$ cat config.mk
export PLATFORM = sky130hd
export DESIGN_NAME = pcr_queue
export DESIGN_NICKNAME = d
export VERILOG_FILES = /design/src/sv/pcr_pkg.sv /design/src/sv/pcr_queue.sv
export VERILOG_INCLUDE_DIRS = /design/src /design/src/sv
export SDC_FILE = /design/constraint.sdc
export NUM_CORES = 1
export LEC_CHECK = 0
export BUFFER_PORTS_ARGS = -buffer_cell sky130_fd_sc_hd__buf_2
export CAP_MARGIN = 20
export CORE_UTILIZATION = 57
export DETAILED_ROUTE_END_ITERATION = 7
export PLACE_DENSITY = 0.79
export SYNTH_ARGS = -nofsm -noshare
export SYNTH_HDL_FRONTEND = slang
export SYNTH_SLANG_ARGS = --single-unit
$ cat constraint.sdc
create_clock -name i_clk -period 3.7 [get_ports i_clk]
set_input_delay 0.74 -clock i_clk [delete_from_list [all_inputs] [get_ports i_clk]]
set_output_delay 0.74 -clock i_clk [all_outputs]
set_load 0.03 [all_outputs]
$ cat src/sv/power_curve_color_ramp_defines.svh
// Assertion macros shared by the power curve color ramp RTL.
`ifndef POWER_CURVE_COLOR_RAMP_DEFINES_SVH
`define POWER_CURVE_COLOR_RAMP_DEFINES_SVH
`ifndef ASSERT_OFF
// Same-cycle implication, disabled while reset is asserted.
`define PCR_ASSERT_IMPL(lbl, clk, rst_n, pre, post, msg) \
    lbl: assert property (@(posedge clk) disable iff (!rst_n) (pre) |-> (post)) \
        else $error(msg);
// Next-cycle implication, disabled while reset is asserted.
`define PCR_ASSERT_NEXT(lbl, clk, rst_n, pre, post, msg) \
    lbl: assert property (@(posedge clk) disable iff (!rst_n) (pre) |=> (post)) \
        else $error(msg);
`else
`define PCR_ASSERT_IMPL(lbl, clk, rst_n, pre, post, msg)
`define PCR_ASSERT_NEXT(lbl, clk, rst_n, pre, post, msg)
`endif
`endif

$ cat src/sv/pcr_pkg.sv
package pcr_pkg;

    // Fixed-point format of the log and exp domains.
    localparam int LOG_BITS = 28;
    localparam int M_W      = 32;
    localparam int P_W      = M_W + 8;
    localparam int IP_W     = P_W - LOG_BITS;

    // Defaults of the top-level parameters.
    localparam int RAMP_LENGTH_DEF = 256;
    localparam int WEIGHT_FRAC_DEF = 16;

    // Queue between front and back.
    localparam int Q_DEPTH = 4;
    localparam int Q_PTR_W = 2;
    localparam int Q_CNT_W = 3;

    // Configuration port.
    localparam int ADDR_W = 5;
    localparam logic [15:0] EXP_RESET = 16'd256;

    typedef enum logic [2:0] {
        REG_AMBIENT      = 3'd0,
        REG_FIRST_COLOR  = 3'd1,
        REG_SECOND_COLOR = 3'd2,
        REG_FIRST_EXP    = 3'd3,
        REG_SECOND_EXP   = 3'd4
    } t_reg_idx;

    typedef struct packed {
        logic [23:0] ambient_color;
        logic [23:0] first_color;
        logic [23:0] second_color;
        logic [15:0] first_exponent;
        logic [15:0] second_exponent;
    } t_cfg;

    // One classified item: scaled logs of both weights and special-case flags.
    typedef struct packed {
        logic [7:0]     idx;
        logic           nz;
        logic           e1z;
        logic           e2z;
        logic [P_W-1:0] p1;
        logic [P_W-1:0] p2;
    } t_q_entry;

    typedef struct packed {
        logic     valid;
        t_q_entry entry;
    } t_q_wr;

    typedef struct packed {
        logic [Q_CNT_W-1:0] count;
        logic               empty;
    } t_q_status;

    // Integer square root, used only at elaboration.
    function automatic logic [63:0] int_sqrt(input logic [63:0] v_in);
        logic [63:0] v;
        logic [63:0] r;
        logic [63:0] bt;
        v  = v_in;
        r  = '0;
        bt = 64'd1 << 62;
        while (bt > v) bt = bt >> 2;
        while (bt != 0) begin
            if (v >= r + bt) begin
                v = v - (r + bt);
                r = (r >> 1) + bt;
            end else begin
                r = r >> 1;
            end
            bt = bt >> 2;
        end
        return r;
    endfunction

    // The 2^k-th root of two in Q.LOG_BITS, used only at elaboration.
    function automatic logic [63:0] root_of(input int k);
        logic [63:0] r;
        r = 64'd2 << LOG_BITS;
        for (int j = 1; j <= k; j++) r = int_sqrt(r << LOG_BITS);
        return r;
    endfunction

    // log2 of an integer with LOG_BITS fraction bits by repeated squaring.
    function automatic logic [63:0] log2_q(input logic [63:0] n);
        int unsigned k;
        logic [63:0] x;
        logic [63:0] frac;
        k    = 0;
        frac = '0;
        while (k < 40 && (n >> (k + 1)) != 0) k++;
        x = (k <= LOG_BITS) ? (n << (LOG_BITS - k)) : (n >> (k - LOG_BITS));
        for (int b = 0; b < LOG_BITS; b++) begin
            x    = (x * x) >> LOG_BITS;
            frac = {frac[62:0], 1'b0};
            if (x >= (64'd2 << LOG_BITS)) begin
                frac[0] = 1'b1;
                x       = x >> 1;
            end
        end
        return (64'(k) << LOG_BITS) | frac;
    endfunction

    // Negative log2 of the base for one ramp index.
    function automatic logic [M_W-1:0] m_of(input logic [63:0] rl, input logic [63:0] i);
        logic [63:0] la;
        logic [63:0] ln;
        if (i >= rl) return '0;
        la = log2_q(rl);
        ln = log2_q(rl - i);
        return (la > ln) ? M_W'(la - ln) : '0;
    endfunction

endpackage

$ cat src/sv/pcr_queue.sv
`include "power_curve_color_ramp_defines.svh"

module pcr_queue (
    input  logic                i_clk,
    input  logic                i_rst_n,
    input  pcr_pkg::t_q_wr      i_wr,
    input  logic                i_pop,
    output pcr_pkg::t_q_entry   o_rd,
    output pcr_pkg::t_q_status  o_stat
);
    import pcr_pkg::*;

    t_q_entry           r_mem [Q_DEPTH];
    logic [Q_PTR_W-1:0] r_wp;
    logic [Q_PTR_W-1:0] r_rp;
    logic [Q_CNT_W-1:0] r_cnt;

    // Pointers and fill count.
    always_ff @(posedge i_clk) begin
        if (!i_rst_n) begin
            r_wp  <= '0;
            r_rp  <= '0;
            r_cnt <= '0;
        end else begin
            if (i_wr.valid) r_wp <= r_wp + 1'b1;
            if (i_pop) r_rp <= r_rp + 1'b1;
            r_cnt <= r_cnt + Q_CNT_W'(i_wr.valid) - Q_CNT_W'(i_pop);
        end
    end

    // Storage.
    always_ff @(posedge i_clk) begin
        if (i_wr.valid) r_mem[r_wp] <= i_wr.entry;
    end

    assign o_rd         = r_mem[r_rp];
    assign o_stat.count = r_cnt;
    assign o_stat.empty = (r_cnt == '0);

    `PCR_ASSERT_IMPL(a_no_overflow, i_clk, i_rst_n, i_wr.valid, r_cnt != Q_CNT_W'(Q_DEPTH), "queue written while full")
    `PCR_ASSERT_IMPL(a_no_underflow, i_clk, i_rst_n, i_pop, r_cnt != '0, "queue read while empty")
    `PCR_ASSERT_IMPL(a_ptr_match, i_clk, i_rst_n, r_cnt == '0, r_wp == r_rp, "pointers differ on empty queue")
endmodule

# Word-level counts from Yosys, hierarchy flattened
# Memory sizes are Yosys's and may differ from the RTL's. A register that Yosys moved wholly into a read port is not among the register bits.
# Index checks and enable logic that the tools add are counted.
[totals]
reg_bits = 7
ramBits = 364
inputBits = 95
word_cells = 13
memories = 1
[mem_list]
columns = ["name", "words", "width", "rd", "rd_clocked_by_memory_dff", "wr", "line_no", "rtl"]
rows = [
  ["r_mem", 4, 91, 1, 1, 1, "pcr_queue.sv:13", "t_q_entry r_mem [Q_DEPTH];"],
]
[classes]
add_sub_neg = 4
muxes = 4
reduce_logical = 1
[op_table]
columns = ["op", "n"]
rows = [
  ["adder 2 x 1 -> 2 bit, second input constant", 2],
  ["two-way mux 2 bit", 2],
  ["adder 3 x 1 -> 3 bit", 1],
  ["zero test 3 bit", 1],
  ["subtractor 3 x 1 -> 3 bit", 1],
  ["two-way mux 1 bit", 2],
]

# Depth between registers and ports, before layout
[logic_depth]
ltp_word = 3
ltp_mapped = 7

# Least setup slack after synthesis
# Ideal clock, no wire load.
[synth_path]
path_kind = "input port to flip-flop"
start = "input i_wr[91] (netlist name)"
end = "memory r_mem[0][0] (netlist name) (enable)"
setup_time_ps = 459
arrival_time_ps = 2848
required_time_ps = 3241
path_slack_ps = 392
path_stages = 1
n_path_buf = 0
cell_sequence = "and2_1"
[synth_via]
elab_chain_len = 2
[synth_rtl]
columns = ["item", "line_no", "rtl"]
rows = [
  ["from (decl)", "pcr_queue.sv:6", "input pcr_pkg::t_q_wr i_wr,"],
  ["two-way mux 1 bit", "pcr_queue.sv:33", "if (i_wr.valid) r_mem[r_wp] <= i_wr.entry;"],
  ["two-way mux 1 bit (implied by the code)", "pcr_queue.sv:33", ""],
  ["to (decl)", "pcr_queue.sv:13", ""],
]
# No other way between the ends.

==> metrics <==
RePlAce Congestion 0.7149; vias per inst ~5.7; HP Class in -> reg; Nets roughly 840; Commonest cells post-synth 364 x edfxtp_1, 91 x mux4_2, 9 x buf_12, 9 x buf_2, 9 x dfxtp_1; placed insts 1012; Post-CTS Resized 0; # H-tree levels 2; critical path class reg -> out; CP Data Required Time just under 3000 ps; CTS max path bufs 3; Reg2Reg Setup Slack ~1800 ps; Mean Syn Cell Area approximately 26 µm²; CTS Hold Bufs 0; number of I/O port buffers 189; synth top area cells edfxtp_1 80%, mux4_2 15%, buf_12 1.3%, dfxtp_1 1.3%, ha_1 0.55%; Setup Buffers After CTS 0; root buffer selected by CTS clkbuf_16; register area share after synthesis 0.8136; GR peak layer met2; largest net degree at the start of global routing about 90; Post-synth EDFFs ~360; crit share post-route 0.8195; Distinct cells, synth 19; FMAX 329.8 MHz; Design Area, Final 0.01611 mm²; worst skew pair latency between 500 and 600 ps; Peak VDD IR between 0.4 and 0.5 mV; Layout area overhead 17.99%; number of buffers created by CTS 38; total track usage 0.2007; Final HPWL DP ~14 mm; Yosys reg bits 373; routed len/inst between 20 and 25 µm; worst rel slew slack 0.4986; initial DRC count 420; RSZ-0062 raised after global routing false; vias in the first global route roughly 6500; minimum clock period after layout around 3000 ps; setup TNS 0 ps; syn nets between 600 and 700; CP Launch Type flop; max_cap viols 0; die height 156.8 µm; Post-synth ARST share 0; clock skew approximately 12 ps; total congestion overflow 0; DP Worst Slack 1160 ps; Hold Fails Final Rpt 0; global-route met1 utilization 0.2538; Pint approximately 7.5 mW; status finished, final reports clean; Yosys top cell area share 0.8004; Critical R2R Launch r_wp[0]$_SDFFE_PN0P_; Switching Power about 2.2 mW; Core Area approximately 0.023 mm²; layout cells sized above 1 0.4519; FF-to-FF End r_mem[2][29]$_DFFE_PP_; CP Max Fanout 54; Least-Margin Pin Slew roughly 750 ps; Synth warnings 0; PD cells between 600 and 700 mW/mm²; clock share of power 0.378; DR pass1 iterations 4; Synth Flop Type edfxtp_1; share of power burned in registers 0.507; Slew Viols, Final 0; starting density of the core 0.5818; CTS tree yes; CP arrival roughly 2300 ps; # IOs 190; Clock transition at path regs approximately 60 ps; cell count after synthesis 517; drt total wl between 20 and 25 mm; Core Util, Final 0.6865; FP Rows 56; CP endpoint o_rd[74]; routed vias just over 6000; reg2reg path depth 4; first-pass GRT wire length between 30 and 40 mm; Layout Cells excl Fill approximately 1100; Die Wd 156.8 µm; Post-Syn Area 0.01366 mm²; sw frac 0.2279; dpl cell area between 0.01 and 0.015 mm²; initial antenna violation count 2; GR Layer Usage met3 0.05234; Setup crit end kind output pin; DRC viols 0; Synth area leader edfxtp_1; count leader, synth edfxtp_1; Post-DRT Antenna Nets 0; leakage power roughly 5.4 nW; # clock sinks 373; Logic pwr share 0.115; met2 Use GR 0.3418; Die ar. between 0.02 and 0.025 mm²; final setup violating endpoints 0; final setup margin about 670 ps
sequential cells by signal, summed over array words and instances, names as in the netlist, named ones only:
signal / cells
r_cnt: 3
r_rp: 2
r_mem: 364
r_wp: 2
layer usage:
layer	vias to the layer above	routed length [µm]	part of all wire
li1	2648	-	-
met3	47	1714	0.071
met4	2	465	0.019
met2	221	12520	0.52
met1	3226	9435	0.39
met5	-	13	0.00054
power by group through the flow:
| stage | registers (mW) | logic (mW) | clock network, mW |
|---|---|---|---|
| floorplan | 5.01 | 0.802 | 0 |
| CTS | 4.93 | 1.14 | 3.74 |
| finish | 4.93 | 1.12 | 3.67 |
| global route | 4.94 | 1.19 | 3.89 |
| global placement | 5.00 | 1.11 | 0 |
| detailed placement | 5.02 | 1.13 | 0 |
cells by family after synthesis:
group / share of synthesized area
simple gates: 0.005039
fa+ha+maj: 0.006963
mux: 0.1508
compound gates: 0.001099
buf+inv: 0.01951
flops: 0.8136
xor+xnor: 0.003023
metrics by stage:
stage | hold slack [ps] | power [mW]
2_1_floorplan | 499.3 | 5.815
3_3_place_gp | 501.8 | 6.103
3_5_place_dp | 532.0 | 6.148
4_1_cts | 425.5 | 9.800
5_1_grt | 426.6 | 10.02
6_report | 442.2 | 9.709
final cells by class:
class                      instances  area (µm²)
clock buffer                      50        1027
inverter                           7       26.28
multi-input combinational        117        2290
tap                              319       399.1
fill                            1433        7358
timing repair buffer             196        1074
antenna                            2       5.005
clock inverter                    16       175.2
sequential                       373       11120
placed cells by master, fill, tap and decap left out, drive strengths merged:
master | synthesis | layout
nor3 | 1 | 1
clkinv | 0 | 11
nand3b | 1 | 1
and2 | 6 | 6
nor2 | 5 | 5
inv | 7 | 8
xor3 | 1 | 1
mux2i | 1 | 1
a21oi | 1 | 1
mux4 | 91 | 91
a21bo | 1 | 1
buf | 19 | 196
edfxtp | 364 | 364
clkbuf | 1 | 50
xnor2 | 2 | 2
diode | 0 | 2
fa | 1 | 1
bufinv | 0 | 4
ha | 6 | 6
dfxtp | 9 | 9
how the worst min path moves through the flow:
stage	endpoint	cells past startpoint	slack, ps	from
after floorplan	flop	2	500	r_rp[1]$_SDFFE_PN0P_
after global placement	flop	2	500	r_rp[1]$_SDFFE_PN0P_
after detailed placement	flop	2	530	r_rp[0]$_SDFFE_PN0P_
after CTS	r_mem[1][39]$_DFFE_PP_	1	430	i_wr[39]
after global routing	r_mem[1][39]$_DFFE_PP_	1	430	i_wr[39]
final	r_mem[2][66]$_DFFE_PP_	1	440	i_wr[66]
worst max-delay path, stage by stage, from the launching register on:
cell,delay (ps)
dfxtp_4,730
buf_12,370
mux4_2,410
buf_2,210
Power figures use the tool's default switching activity.
